==> config.mk <==
export PLATFORM = sky130hd
export DESIGN_NAME = humidity_sensor_i2c_poller_core
export DESIGN_NICKNAME = d
export VERILOG_FILES = /design/src/design/hsp_pkg.sv /design/src/design/hsp_cfg_regs.sv /design/src/design/hsp_seq.sv /design/src/design/hsp_out_buf.sv /design/src/design/humidity_sensor_i2c_poller_core.sv
export SDC_FILE = /design/constraint.sdc
export NUM_CORES = 1
export LEC_CHECK = 0
export ABC_CLOCK_PERIOD_IN_PS = 11100
export BUFFER_PORTS_ARGS = -buffer_cell sky130_fd_sc_hd__buf_2
export CAP_MARGIN = 20
export CORE_MARGIN = 3
export CORE_UTILIZATION = 60
export CTS_BUF_LIST = sky130_fd_sc_hd__clkbuf_8 sky130_fd_sc_hd__clkbuf_16
export DETAILED_ROUTE_END_ITERATION = 10
export HOLD_SLACK_MARGIN = 0.1
export PLACE_DENSITY_LB_ADDON = 0.3
export REMOVE_ABC_BUFFERS = 1
export SYNTH_ARGS = -nofsm -noshare
export SYNTH_HDL_FRONTEND = slang
export SYNTH_SLANG_ARGS = --single-unit
==> constraint.sdc <==
create_clock -name clk -period 11.1 [get_ports clk]
set_clock_uncertainty 0.05 [all_clocks]
set_input_delay 0.555 -clock clk [delete_from_list [all_inputs] [get_ports clk]]
set_output_delay 0.555 -clock clk [all_outputs]
set_load 0.01 [all_outputs]
==> src/design/hsp_pkg.sv <==
// Shared types and constants for the humidity sensor poller core.
// Holds the transaction payload structs, command and event codes and register indexes.
// No dependencies.
package hsp_pkg;

  localparam int unsigned CfgIndexWidth = 3;
  localparam int unsigned CfgDataWidth  = 16;
  localparam int unsigned FrameWidth    = 48;
  localparam int unsigned TickWidth     = 16;

  localparam logic [6:0]  DeviceAddressReset     = 7'd56;
  localparam logic [15:0] WaitBeforeMeasureReset = 16'd1000;
  localparam logic [15:0] WaitBeforeReadReset    = 16'd80;
  localparam logic [7:0]  ExpectedStatusReset    = 8'd24;
  localparam logic [7:0]  TriggerCommandReset    = 8'd172;
  localparam logic [7:0]  TriggerArgFirstReset   = 8'd51;
  localparam logic [7:0]  TriggerArgSecondReset  = 8'd0;

  localparam logic ReqTick = 1'b0;
  localparam logic ReqBus  = 1'b1;

  typedef enum logic [2:0] {
    CMD_NONE    = 3'd0,
    CMD_START   = 3'd1,
    CMD_TX      = 3'd2,
    CMD_RX_ACK  = 3'd3,
    CMD_RX_NACK = 3'd4,
    CMD_STOP    = 3'd5
  } cmd_t;

  typedef enum logic [2:0] {
    EV_START_SENT    = 3'd0,
    EV_ADDR_WR_ACK   = 3'd1,
    EV_ADDR_RD_ACK   = 3'd2,
    EV_DATA_SENT_ACK = 3'd3,
    EV_RX_ACK        = 3'd4,
    EV_RX_NACK       = 3'd5,
    EV_OTHER         = 3'd6
  } bus_event_t;

  typedef enum logic [CfgIndexWidth-1:0] {
    CFG_DEVICE_ADDRESS      = 3'd0,
    CFG_WAIT_BEFORE_MEASURE = 3'd1,
    CFG_WAIT_BEFORE_READ    = 3'd2,
    CFG_EXPECTED_STATUS     = 3'd3,
    CFG_TRIGGER_COMMAND     = 3'd4,
    CFG_TRIGGER_ARG_FIRST   = 3'd5,
    CFG_TRIGGER_ARG_SECOND  = 3'd6
  } cfg_index_t;

  typedef struct packed {
    logic [6:0]  device_address;
    logic [15:0] wait_before_measure;
    logic [15:0] wait_before_read;
    logic [7:0]  expected_status;
    logic [7:0]  trigger_command;
    logic [7:0]  trigger_arg_first;
    logic [7:0]  trigger_arg_second;
  } cfg_t;

  typedef struct packed {
    logic       req_type;
    logic [2:0] bus_event;
    logic [7:0] rx_byte;
  } in_item_t;

  typedef struct packed {
    logic [2:0]  bus_cmd;
    logic [7:0]  tx_byte;
    logic        meas_valid;
    logic [19:0] humidity_raw;
    logic [19:0] temperature_raw;
    logic [7:0]  sensor_status;
  } out_item_t;

endpackage

==> src/design/hsp_cfg_regs.sv <==
// Configuration register file for the humidity sensor poller core.
// Write-only registers with reset defaults; depends on hsp_pkg.
module hsp_cfg_regs (
  input  logic                               clk,
  input  logic                               rst,
  input  logic                               cfg_we,
  input  logic [hsp_pkg::CfgIndexWidth-1:0]  cfg_index,
  input  logic [hsp_pkg::CfgDataWidth-1:0]   cfg_data,
  output hsp_pkg::cfg_t                      cfg
);

  always_ff @(posedge clk) begin
    if (rst) begin
      cfg.device_address      <= hsp_pkg::DeviceAddressReset;
      cfg.wait_before_measure <= hsp_pkg::WaitBeforeMeasureReset;
      cfg.wait_before_read    <= hsp_pkg::WaitBeforeReadReset;
      cfg.expected_status     <= hsp_pkg::ExpectedStatusReset;
      cfg.trigger_command     <= hsp_pkg::TriggerCommandReset;
      cfg.trigger_arg_first   <= hsp_pkg::TriggerArgFirstReset;
      cfg.trigger_arg_second  <= hsp_pkg::TriggerArgSecondReset;
    end else if (cfg_we) begin
      case (cfg_index)
        hsp_pkg::CFG_DEVICE_ADDRESS:      cfg.device_address      <= cfg_data[6:0];
        hsp_pkg::CFG_WAIT_BEFORE_MEASURE: cfg.wait_before_measure <= cfg_data;
        hsp_pkg::CFG_WAIT_BEFORE_READ:    cfg.wait_before_read    <= cfg_data;
        hsp_pkg::CFG_EXPECTED_STATUS:     cfg.expected_status     <= cfg_data[7:0];
        hsp_pkg::CFG_TRIGGER_COMMAND:     cfg.trigger_command     <= cfg_data[7:0];
        hsp_pkg::CFG_TRIGGER_ARG_FIRST:   cfg.trigger_arg_first   <= cfg_data[7:0];
        hsp_pkg::CFG_TRIGGER_ARG_SECOND:  cfg.trigger_arg_second  <= cfg_data[7:0];
        default: ;
      endcase
    end
  end

endmodule

==> src/design/hsp_seq.sv <==
// Measurement sequencer: phase flags, byte counter, tick counter and frame shifter.
// Computes one bus command per transaction in a single pass; depends on hsp_pkg.
module hsp_seq (
  input  logic               clk,
  input  logic               rst,
  input  logic               accept,
  input  hsp_pkg::in_item_t  item,
  input  hsp_pkg::cfg_t      cfg,
  output hsp_pkg::out_item_t result
);

  logic        measure_pending, measure_pending_next;
  logic        read_pending, read_pending_next;
  logic        frame_done, frame_done_next;
  logic [2:0]  byte_index, byte_index_next;
  logic [hsp_pkg::FrameWidth-1:0] frame_shift, frame_shift_next;
  logic [hsp_pkg::TickWidth-1:0]  elapsed_ticks, elapsed_ticks_next;
  logic [7:0]  last_sent_byte, last_sent_byte_next;

  logic [hsp_pkg::TickWidth-1:0]  ticks_inc;
  logic [hsp_pkg::FrameWidth-1:0] frame_shifted;

  assign ticks_inc = (elapsed_ticks == '1) ? elapsed_ticks
                                            : elapsed_ticks + hsp_pkg::TickWidth'(1);
  assign frame_shifted = {frame_shift[hsp_pkg::FrameWidth-9:0], item.rx_byte};

  always_comb begin
    measure_pending_next = measure_pending;
    read_pending_next    = read_pending;
    frame_done_next      = frame_done;
    byte_index_next      = byte_index;
    frame_shift_next     = frame_shift;
    elapsed_ticks_next   = elapsed_ticks;
    last_sent_byte_next  = last_sent_byte;
    result               = '0;

    if (item.req_type == hsp_pkg::ReqTick) begin
      elapsed_ticks_next = ticks_inc;
      if (measure_pending) begin
        if (ticks_inc > cfg.wait_before_measure) begin
          elapsed_ticks_next = '0;
          result.bus_cmd     = hsp_pkg::CMD_START;
        end
      end else if (read_pending) begin
        if (ticks_inc > cfg.wait_before_read) begin
          elapsed_ticks_next = '0;
          frame_shift_next   = '0;
          result.bus_cmd     = hsp_pkg::CMD_START;
        end
      end else if (frame_done) begin
        result.meas_valid      = 1'b1;
        result.humidity_raw    = frame_shift[39:20];
        result.temperature_raw = frame_shift[19:0];
        result.sensor_status   = frame_shift[47:40];
        elapsed_ticks_next     = '0;
        measure_pending_next   = 1'b1;
        read_pending_next      = 1'b0;
        frame_done_next        = 1'b0;
      end
    end else begin
      case (item.bus_event)
        hsp_pkg::EV_START_SENT: begin
          result.bus_cmd = hsp_pkg::CMD_TX;
          if (measure_pending) begin
            measure_pending_next = 1'b0;
            last_sent_byte_next  = {cfg.device_address, 1'b0};
          end else if (read_pending) begin
            read_pending_next   = 1'b0;
            last_sent_byte_next = {cfg.device_address, 1'b1};
          end
          result.tx_byte = last_sent_byte_next;
        end
        hsp_pkg::EV_ADDR_WR_ACK: begin
          byte_index_next     = 3'd1;
          last_sent_byte_next = cfg.trigger_command;
          result.bus_cmd      = hsp_pkg::CMD_TX;
          result.tx_byte      = cfg.trigger_command;
        end
        hsp_pkg::EV_ADDR_RD_ACK: begin
          result.bus_cmd = hsp_pkg::CMD_RX_ACK;
        end
        hsp_pkg::EV_DATA_SENT_ACK: begin
          if (byte_index == 3'd1) begin
            byte_index_next     = 3'd2;
            last_sent_byte_next = cfg.trigger_arg_first;
            result.bus_cmd      = hsp_pkg::CMD_TX;
            result.tx_byte      = cfg.trigger_arg_first;
          end else if (byte_index == 3'd2) begin
            byte_index_next     = 3'd3;
            last_sent_byte_next = cfg.trigger_arg_second;
            result.bus_cmd      = hsp_pkg::CMD_TX;
            result.tx_byte      = cfg.trigger_arg_second;
          end else if (byte_index == 3'd3) begin
            // Trigger written; wait before reading the frame.
            byte_index_next    = 3'd0;
            elapsed_ticks_next = '0;
            read_pending_next  = 1'b1;
            result.bus_cmd     = hsp_pkg::CMD_STOP;
          end
        end
        hsp_pkg::EV_RX_ACK: begin
          if (byte_index == 3'd0) begin
            if (item.rx_byte != cfg.expected_status) begin
              // Sensor still busy or in a bad state: retry the read later.
              read_pending_next  = 1'b1;
              elapsed_ticks_next = '0;
              result.bus_cmd     = hsp_pkg::CMD_STOP;
            end else begin
              byte_index_next  = 3'd1;
              frame_shift_next = {{(hsp_pkg::FrameWidth-8){1'b0}}, item.rx_byte};
              result.bus_cmd   = hsp_pkg::CMD_RX_ACK;
            end
          end else if (byte_index inside {[3'd1:3'd3]}) begin
            byte_index_next  = byte_index + 3'd1;
            frame_shift_next = frame_shifted;
            result.bus_cmd   = hsp_pkg::CMD_RX_ACK;
          end else if (byte_index == 3'd4) begin
            byte_index_next  = 3'd5;
            frame_shift_next = frame_shifted;
            result.bus_cmd   = hsp_pkg::CMD_RX_NACK;
          end
        end
        hsp_pkg::EV_RX_NACK: begin
          byte_index_next  = 3'd0;
          frame_shift_next = frame_shifted;
          frame_done_next  = 1'b1;
          result.bus_cmd   = hsp_pkg::CMD_STOP;
        end
        default: ;
      endcase
    end
  end

  always_ff @(posedge clk) begin
    if (rst) begin
      measure_pending <= 1'b1;
      read_pending    <= 1'b0;
      frame_done      <= 1'b0;
      byte_index      <= '0;
      frame_shift     <= '0;
      elapsed_ticks   <= '0;
      last_sent_byte  <= '0;
    end else if (accept) begin
      measure_pending <= measure_pending_next;
      read_pending    <= read_pending_next;
      frame_done      <= frame_done_next;
      byte_index      <= byte_index_next;
      frame_shift     <= frame_shift_next;
      elapsed_ticks   <= elapsed_ticks_next;
      last_sent_byte  <= last_sent_byte_next;
    end
  end

  // The byte counter only ever walks through the six frame positions.
  assert property (@(posedge clk) disable iff (rst) byte_index <= 3'd5)
    else $error("hsp_seq: byte_index out of range");

  // Presenting a measurement returns the cycle to the measurement wait.
  assert property (@(posedge clk) disable iff (rst)
    accept && result.meas_valid |=> measure_pending && elapsed_ticks == '0 && !frame_done)
    else $error("hsp_seq: cycle did not restart after presenting a measurement");

  // A transmit byte is only carried by a transmit command.
  assert property (@(posedge clk) disable iff (rst)
    result.tx_byte != 8'd0 |-> result.bus_cmd == hsp_pkg::CMD_TX)
    else $error("hsp_seq: tx_byte set without a transmit command");

endmodule

==> src/design/hsp_out_buf.sv <==
// Two-entry result buffer between the sequencer and the output channel.
// Lets the core take a new transaction while a result waits; depends on hsp_pkg.
module hsp_out_buf (
  input  logic               clk,
  input  logic               rst,
  input  logic               push,
  input  hsp_pkg::out_item_t push_data,
  output logic               full,
  output logic               out_valid,
  input  logic               out_stall,
  output hsp_pkg::out_item_t out_data
);

  hsp_pkg::out_item_t entries [2];
  logic       wr_ptr;
  logic       rd_ptr;
  logic [1:0] count;
  logic       pop;

  assign pop       = out_valid && !out_stall;
  assign full      = (count == 2'd2);
  assign out_valid = (count != 2'd0);
  assign out_data  = entries[rd_ptr];

  always_ff @(posedge clk) begin
    if (push) begin
      entries[wr_ptr] <= push_data;
    end
  end

  always_ff @(posedge clk) begin
    if (rst) begin
      wr_ptr <= 1'b0;
      rd_ptr <= 1'b0;
      count  <= '0;
    end else begin
      if (push) begin
        wr_ptr <= !wr_ptr;
      end
      if (pop) begin
        rd_ptr <= !rd_ptr;
      end
      count <= count + {1'b0, push} - {1'b0, pop};
    end
  end

  assert property (@(posedge clk) disable iff (rst) count <= 2'd2)
    else $error("hsp_out_buf: occupancy overflow");

  assert property (@(posedge clk) disable iff (rst) !(push && full))
    else $error("hsp_out_buf: push into a full buffer");

  // Pointers differ exactly when one entry is held.
  assert property (@(posedge clk) disable iff (rst) (wr_ptr != rd_ptr) == (count == 2'd1))
    else $error("hsp_out_buf: pointers disagree with occupancy");

endmodule

==> src/design/humidity_sensor_i2c_poller_core.sv <==
// Top level of the humidity sensor poller core.
// Instantiates hsp_cfg_regs, hsp_seq and hsp_out_buf; depends on hsp_pkg.
//
// The core takes one transaction per clock while in_stall is low: a tick or a
// bus-master event goes through the sequencer logic in the cycle it is accepted
// and its command is registered into a two-entry result buffer in front of the
// output channel, so input transactions keep flowing while one result waits;
// in_stall rises only when both entries are occupied.
// Configuration registers are written through cfg_we/cfg_index/cfg_data and
// should only change while no result is outstanding.
module humidity_sensor_i2c_poller_core (
  input  logic                               clk,
  input  logic                               rst,
  input  logic                               in_valid,
  output logic                               in_stall,
  input  hsp_pkg::in_item_t                  in_data,
  output logic                               out_valid,
  input  logic                               out_stall,
  output hsp_pkg::out_item_t                 out_data,
  input  logic                               cfg_we,
  input  logic [hsp_pkg::CfgIndexWidth-1:0]  cfg_index,
  input  logic [hsp_pkg::CfgDataWidth-1:0]   cfg_data
);

  hsp_pkg::cfg_t      cfg;
  hsp_pkg::out_item_t result;
  logic               accept;
  logic               buf_full;

  assign in_stall = buf_full;
  assign accept   = in_valid && !buf_full;

  hsp_cfg_regs u_cfg_regs (
    .clk       (clk),
    .rst       (rst),
    .cfg_we    (cfg_we),
    .cfg_index (cfg_index),
    .cfg_data  (cfg_data),
    .cfg       (cfg)
  );

  hsp_seq u_seq (
    .clk    (clk),
    .rst    (rst),
    .accept (accept),
    .item   (in_data),
    .cfg    (cfg),
    .result (result)
  );

  hsp_out_buf u_out_buf (
    .clk       (clk),
    .rst       (rst),
    .push      (accept),
    .push_data (result),
    .full      (buf_full),
    .out_valid (out_valid),
    .out_stall (out_stall),
    .out_data  (out_data)
  );

endmodule
==> key figures, run 1 <==
Global routing
  – Total grt overflow: 0
  – Vias in the first global route: between 8000 and 9000
  – First-pass GRT wire length: about 45 mm
  – GRT Total Usage: 0.242
  – Largest net degree at the start of global routing: 83
  – Initial antenna violation count: 4

Synthesis
  – Yosys warnings: 0
  – Gate count of the mapped netlist: between 1000 and 1500
  – Post-synth top area share: 0.283
  – Post-synth EDFFs: 120
  – Cell Area, Synth: roughly 0.013 sq mm
  – Post-synth ARST share: 0
  – Register area share after synthesis: 0.525
  – Synth cell count leaders: nand2_1, dfxtp_1, edfxtp_1, a21oi_1, mux2_2
  – Largest cells by area after synthesis: edfxtp_1, dfxtp_1, mux2_2
  – Synth Register Bits: 274
  – Netlist cell types: a little under 60
  – Synthesized area per cell: 10.2 sq um
  – Count leader, synth: nand2_1
  – Area leader, netlist: edfxtp_1
  – Predominant post-synthesis flop cell: dfxtp_1

Hold path
  – Worst min path class: in -> reg

Placement
  – Cell Area, Placed: approximately 0.013 sq mm
  – DP HPWL: 18.2 mm
  – Port bufs: 97
  – GPL Wtd Cong: between 0.8 and 0.9

Clock tree
  – Post-CTS setup-driven buffer insertion count: 0
  – CTS max path bufs: 3
  – Post_cts resized: 0
  – Root Buffer: clkbuf_16
  – Clk_lat worst skew: 0.56 ns
  – CTS sink cnt: roughly 270
  – CTS clk-pin slew, worst paths: roughly 0.06 ns
  – Hold_buf cts: 0
  – H-tree lvl count: 1
  – CTS tree: done
  – Cts bufs inserted: 28

Critical path
  – R2R setup slack: 5.89 ns
  – Max stage delay on crit path: about 0.65 ns
  – CP arrival: roughly 5.6 ns
  – WP data required: 11.53 ns
  – Crit Path Max Fanout: 23
  – CP cell instances: ha_1 > nand3_1 > nor4_4 > nor2_1 > and3_1 > xor2_1 > ha_1 > a21oi_1 > nand2_1 > a211o_1 > a211o_1 > o211ai_2 > and2_2 > buf_4 > mux2i_1
  – Worst setup SP type: flop
  – Max stage delay cell, worst path: nor4_4
  – CP Class: reg -> reg
  – Crit. End Element: flop

Timing
  – Setup violations, final: 0
  – Final hold vios: 0
  – Slew Limit Fails: 0
  – Worst slew pin tran: around 1.1 ns
  – Fmax achieved: 192 MHz
  – Final setup TNS: 0 ns
  – RSZ-0062 raised after global routing: no
  – Min Tclk post-route: 5.21 ns
  – Fin crit share: 0.469
  – Rel. slew slack: 0.266

Pwr
  – Pleak: ~5.7 nW
  – Power per Cell Area: approximately 180 mW/mm^2
  – PnR Total Power: 2.59 mW
  – Max rail drop VDD: roughly 110 uV

Status
  – Status: complete, no violations

Floorplan
  – IO Pins: just under 100
  – Row count: between 50 and 60
  – Core Region: around 0.021 sq mm
  – Die ar.: between 0.02 and 0.025 sq mm
  – Die Width: ~150 um
  – Die height: ~150 um
  – Initial core utilization: 0.620

Detailed routing
  – DRC violations left: 0
  – Pre-Repair DR Iteration Count: 7
  – DRT Wirelength: about 28 mm
  – Via/cell ratio: just under 6
  – Total number of vias: 9294
  – Antenna Nets Post-Route: 0
  – 1st-iter DRT viols: just under 700
  – Drt wl/cell: 17.3 um

Final layout
  – Share of layout cells above drive strength 1: 0.185
  – Final #Nets: between 1000 and 1500
  – Fin area: 0.0144 sq mm
  – Area Overhead vs Synth: 12.7%
  – Fill cell count: 1551

Flow run
  – Max_cap viols: 0
[registers in the layout, indices dropped and copies added, names as in the netlist, named ones only]
| register | flops |
|---|---|
| u_seq.last_sent_byte | 8 |
| u_seq.measure_pending | 1 |
| u_out_buf.entries | 120 |
| u_out_buf.count | 2 |
| u_seq.read_pending | 1 |
| u_seq.frame_shift | 48 |
| u_seq.byte_index | 3 |
| u_cfg_regs.cfg | 71 |
| u_out_buf.rd_ptr | 1 |
| u_seq.frame_done | 1 |
| u_seq.elapsed_ticks | 16 |
| u_out_buf.wr_ptr | 1 |
[stage by stage]
| step | hold WS, ns | worst slack (ns) | std cells | utilization |
|---|---|---|---|---|
| final | 0.175 | 5.89 | 1611 | 0.699 |
| after global routing | 0.174 | 5.62 | 1611 | 0.699 |
| after CTS | 0.160 | 5.93 | 1610 | 0.699 |
| after detailed placement | 0.397 | 5.97 | 1560 | 0.652 |
| after global placement | 0.388 | 6.16 | 1559 | 0.652 |
| after floorplan | 0.377 | 6.12 | 1180 | - |
[layout make-up]
type                    instances  area, sq um  area share
diodes                          1         2.50    0.000174
clock buffers                  34          806      0.0561
clock inverters                16          146      0.0102
inverters                      44          165      0.0115
multi-input cells             862         5630       0.392
flip-flops and latches        274         6690       0.466
well taps                     270          338      0.0235
repair buffers                110          586      0.0408
[metal layers]
layer  wire, um  global-route usage
met2      13400               0.404
met3       1680              0.0425
met5         44                   0
met1      12300               0.331
met4        474              0.0606
[critical path, delay by kind of cell, from the launching register on]
kind                     cells  cell delay [ns]
XOR/XNOR                     1             0.25
adder cells (fa/ha/maj)      2             0.54
AO/OA/AOI/OAI                4             1.23
buffers and inverters        1             0.47
AND/OR/NAND/NOR              6             1.88
multiplexers                 1             0.26
flip-flops                   1             0.42
[cells in the final DEF, fill, tap and decap left out, types with 26 or more instances in the layout]
master,synthesis,routed
ha_1,38,38
mux2_2,75,75
clkbuf_16,0,30
nor2_1,73,71
nand2_1,197,197
and2_1,53,52
buf_2,2,96
inv_1,43,50
edfxtp_1,120,120
a21oi_1,92,92
nand3_1,26,26
mux2i_1,57,57
nand2b_1,47,47
dfxtp_1,154,153
[final timing paths]
kind,from,to,cells after the start
setup / recovery,u_seq.elapsed_ticks[0],u_seq.frame_shift[44],15
hold / removal,cfg_data[9],u_cfg_regs.cfg[57],2
setup reg to reg,u_seq.elapsed_ticks[0],u_seq.frame_shift[44],15
hold reg to reg,u_cfg_regs.cfg[4],u_cfg_regs.cfg[4],2
[logic make-up (layout without fill, tap and decap cells)]
kind of cell	Yosys count	count (layout)	share of synthesized area
xor gates and xnor gates	22	22	0.0162
DFF	274	274	0.525
other	0	1	0
buffers and inverters	107	204	0.0344
muxes	132	132	0.111
AOI/OAI and AO/OA	190	190	0.0929
and+or+nand+nor	480	480	0.183
adders and majority gates	38	38	0.0373
[report_power, final]
part           leakage (nW)  total (mW)  switching, mW  internal, mW
sequential             2.41        1.18         0.0328          1.15
combinational          2.77       0.453          0.257         0.196
clock                 0.499       0.950          0.390         0.560
total                  5.67        2.59          0.680          1.91
(Power assumes the default switching activity.)
==> inputs of run 2 (changes only) <==
--- a/config.mk
+++ b/config.mk
@@ -5,11 +5,11 @@
 export SDC_FILE = /design/constraint.sdc
 export NUM_CORES = 1
 export LEC_CHECK = 0
-export ABC_CLOCK_PERIOD_IN_PS = 11100
+export ABC_CLOCK_PERIOD_IN_PS = 4400
 export BUFFER_PORTS_ARGS = -buffer_cell sky130_fd_sc_hd__buf_2
 export CAP_MARGIN = 20
 export CORE_MARGIN = 3
-export CORE_UTILIZATION = 60
+export CORE_UTILIZATION = 54
 export CTS_BUF_LIST = sky130_fd_sc_hd__clkbuf_8 sky130_fd_sc_hd__clkbuf_16
 export DETAILED_ROUTE_END_ITERATION = 10
 export HOLD_SLACK_MARGIN = 0.1
==> constraint.sdc (replaced) <==
create_clock -name clk -period 4.4 [get_ports clk]
set_clock_uncertainty 0.05 [all_clocks]
set_input_delay 0.22 -clock clk [delete_from_list [all_inputs] [get_ports clk]]
set_output_delay 0.22 -clock clk [all_outputs]
set_load 0.01 [all_outputs]
==> key figures, run 2 (same netlist as run 1, synthesis figures left out) <==
Floorplan
  – IO Pins: 98 (unchanged)
  – Die height: 160 um (was 152 um)
  – Row count: 55 (was 52)
  – Die Width: 160 um (was 152 um)
  – Die ar.: 0.0255 sq mm (was 0.0230 sq mm)
  – Core Region: 0.0229 sq mm (was 0.0206 sq mm)
  – Initial core utilization: 0.556 (was 0.620)

Final layout
  – Final #Nets: 1435 (was 1394)
  – Fin area: 0.0148 sq mm (was 0.0144 sq mm)
  – Register with the most flip-flops: u_out_buf.entries (unchanged)
  – Cell Count, Final, Fillers Out: 1697 (was 1611)
  – Max FFs per register: 120 (unchanged)
  – Fill cell count: 1902 (was 1551)
  – Most common cell after layout, fill and taps aside: nand2_1 (unchanged)
  – Area Overhead vs Synth: 16.0% (was 12.7%)
  – Share of layout cells above drive strength 1: 0.184 (was 0.185)
  – Commonest cells after routing, fill and taps aside: nand2_1, dfxtp_1, edfxtp_1 (unchanged)
  – Top flop regs: u_out_buf.entries: 120 flops, u_cfg_regs.cfg: 71 flops, u_seq.frame_shift: 48 flops (unchanged)

Clock tree
  – Post-CTS setup-driven buffer insertion count: 0 (unchanged)
  – Clk_lat worst skew: 0.55 ns (was 0.56 ns)
  – Cts bufs inserted: 28 (unchanged)
  – CTS clk-pin slew, worst paths: 0.06 ns (about the same)
  – H-tree lvl count: 1 (unchanged)
  – CTS max path bufs: 3 (unchanged)
  – Root Buffer: clkbuf_16 (unchanged)
  – CTS sink cnt: 274 (unchanged)
  – CTS tree: done (unchanged)

Pwr
  – Switch share: 0.266 (was 0.263)
  – Internal: 4.69 mW (was 1.91 mW)
  – Power per Cell Area: 432 mW/mm^2 (was 180 mW/mm^2)
  – Combinational share of power: 0.175 (about the same)
  – Pleak: 5.81 nW (was 5.67 nW)
  – Sequential share of power: 0.473 (was 0.457)
  – Clock Power Share: 0.352 (was 0.367)
  – Net load switching power: 1.70 mW (was 0.680 mW)
  – Max rail drop VDD: 260 uV (was 113 uV)

Global routing
  – Initial antenna violation count: 2 (was 4)
  – Total grt overflow: 0 (unchanged)
  – First-pass GRT wire length: 45.1 mm (was 45.2 mm)
  – Largest net degree at the start of global routing: 65 (was 83)
  – Vias in the first global route: 8943 (was 8888)
  – GRT Total Usage: 0.210 (was 0.242)

Detailed routing
  – DRC violations left: 0 (unchanged)
  – 1st-iter DRT viols: 524 (was 690)
  – Pre-Repair DR Iteration Count: 5 (was 7)
  – DRT Wirelength: 27.6 mm (was 27.8 mm)
  – Total number of vias: 9354 (was 9294)
  – Drt wl/cell: 16.2 um (was 17.3 um)
  – Antenna Nets Post-Route: 0 (unchanged)
  – Via/cell ratio: 5.51 (was 5.77)

Critical path
  – Max stage delay on crit path: 0.43 ns (was 0.65 ns)
  – CP cell instances: ha_1 > nand3_1 > nor4_4 > buf_4 > nor2_1 > and4_1 > xor2_1 > ha_1 > nand4_1 > nor2_1 > a211o_1 > a211o_1 > o211ai_2 > and2_4 > buf_12 > mux2i_1 (was ha_1 > nand3_1 > nor4_4 > nor2_1 > and3_1 > xor2_1 > ha_1 > a21oi_1 > nand2_1 > a211o_1 > a211o_1 > o211ai_2 > and2_2 > buf_4 > mux2i_1)
  – WP data required: 4.81 ns (was 11.53 ns)
  – CP arrival: 4.56 ns (was 5.64 ns)
  – Crit. End Element: flop (unchanged)
  – CP Class: reg -> reg (unchanged)
  – Critical path buffers and inverters: 2 (was 1)
  – Worst setup SP type: flop (unchanged)
  – Cell family with most CP delay: simple AND/OR/NAND/NOR gates (unchanged)
  – Crit Path Max Fanout: 23 (unchanged)
  – Max stage delay cell, worst path: dfxtp_1 (was nor4_4)

Placement
  – GPL Wtd Cong: 0.920 (was 0.866)
  – Post-Place Cells: 1610 (was 1560)
  – DP HPWL: 18.1 mm (was 18.2 mm)
  – Port bufs: 97 (unchanged)
  – Cell Area, Placed: 0.0135 sq mm (was 0.0134 sq mm)

Timing
  – Rel. slew slack: 0.261 (was 0.266)
  – Final hold vios: 0 (unchanged)
  – Slew Limit Fails: 0 (unchanged)
  – Setup violations, final: 0 (unchanged)
  – RSZ-0062 raised after global routing: no (unchanged)
  – Fin crit share: 0.942 (was 0.469)
  – Min Tclk post-route: 4.15 ns (was 5.21 ns)
  – Fmax achieved: 241 MHz (was 192 MHz)
  – Worst slew pin tran: 1.10 ns (was 1.09 ns)

Flow run
  – Max_cap viols: 0 (unchanged)

Hold path
  – Worst min path class: in -> reg (unchanged)

Status
  – Status: complete, no violations (unchanged)
## run 2: power by group through the flow
stage          logic (mW)  registers, mW  clock network, mW
2_1_floorplan       0.682           3.06                  0
3_3_place_gp         1.10           3.07                  0
3_5_place_dp         1.11           3.08                  0
4_1_cts              1.13           3.03               2.29
5_1_grt              1.22           3.05               2.39
6_report             1.12           3.03               2.25
## run 2: area by class of cell
cell class | count | area (sq um) | area share
Tap cell | 313 | 392 | 0.0265
Multi-Input combinational cell | 862 | 5650 | 0.382
Sequential cell | 274 | 6690 | 0.452
Timing Repair Buffer | 151 | 995 | 0.0673
Clock buffer | 31 | 742 | 0.0502
Antenna cell | 1 | 2.50 | 0.000169
Inverter | 44 | 165 | 0.0112
Clock inverter | 21 | 148 | 0.00999
## run 2: stage by stage
stage          setup WS, ns  setup TNS, ns   util  hold slack, ns  total power, mW
2_1_floorplan        -0.582         -23.28      -           0.239             3.75
3_3_place_gp          0.367              0  0.591           0.388             4.17
3_5_place_dp          0.197              0  0.591           0.395             4.19
4_1_cts               0.169              0  0.644           0.103             6.45
5_1_grt              0.0126              0  0.645           0.143             6.66
6_report              0.254              0  0.645           0.113             6.39
## run 2: routing by layer
| metal | track usage | wire length, um |
|---|---|---|
| met3 | 0.0312 | 1460 |
| met1 | 0.290 | 12700 |
| met4 | 0.0485 | 455 |
| met2 | 0.352 | 13000 |
| met5 | 0 | 13 |
## run 2: repair_timing
item / in CTS / in global routing
hold buffers: 34 / 0
endpoints found under the setup margin: 0 / 47
hold endpoints to repair: 82 / 0
resized for setup: 0 / 4
## run 2: tightest hold or removal path, stage by stage
cell and delay (ns):
buf_2 0.23, nand3_1 0.13, a21oi_1 0.06
## run 2: final timing paths
path	from	endpoint	slack, ns	cells past startpoint
max	u_seq.elapsed_ticks[0]	u_seq.frame_shift[33]	0.25	16
min	in_data[11]	u_seq.frame_shift[2]	0.11	3
max reg2reg	u_seq.elapsed_ticks[0]	u_seq.frame_shift[33]	0.25	16
min reg2reg	u_cfg_regs.cfg[5]	u_cfg_regs.cfg[5]	0.40	2
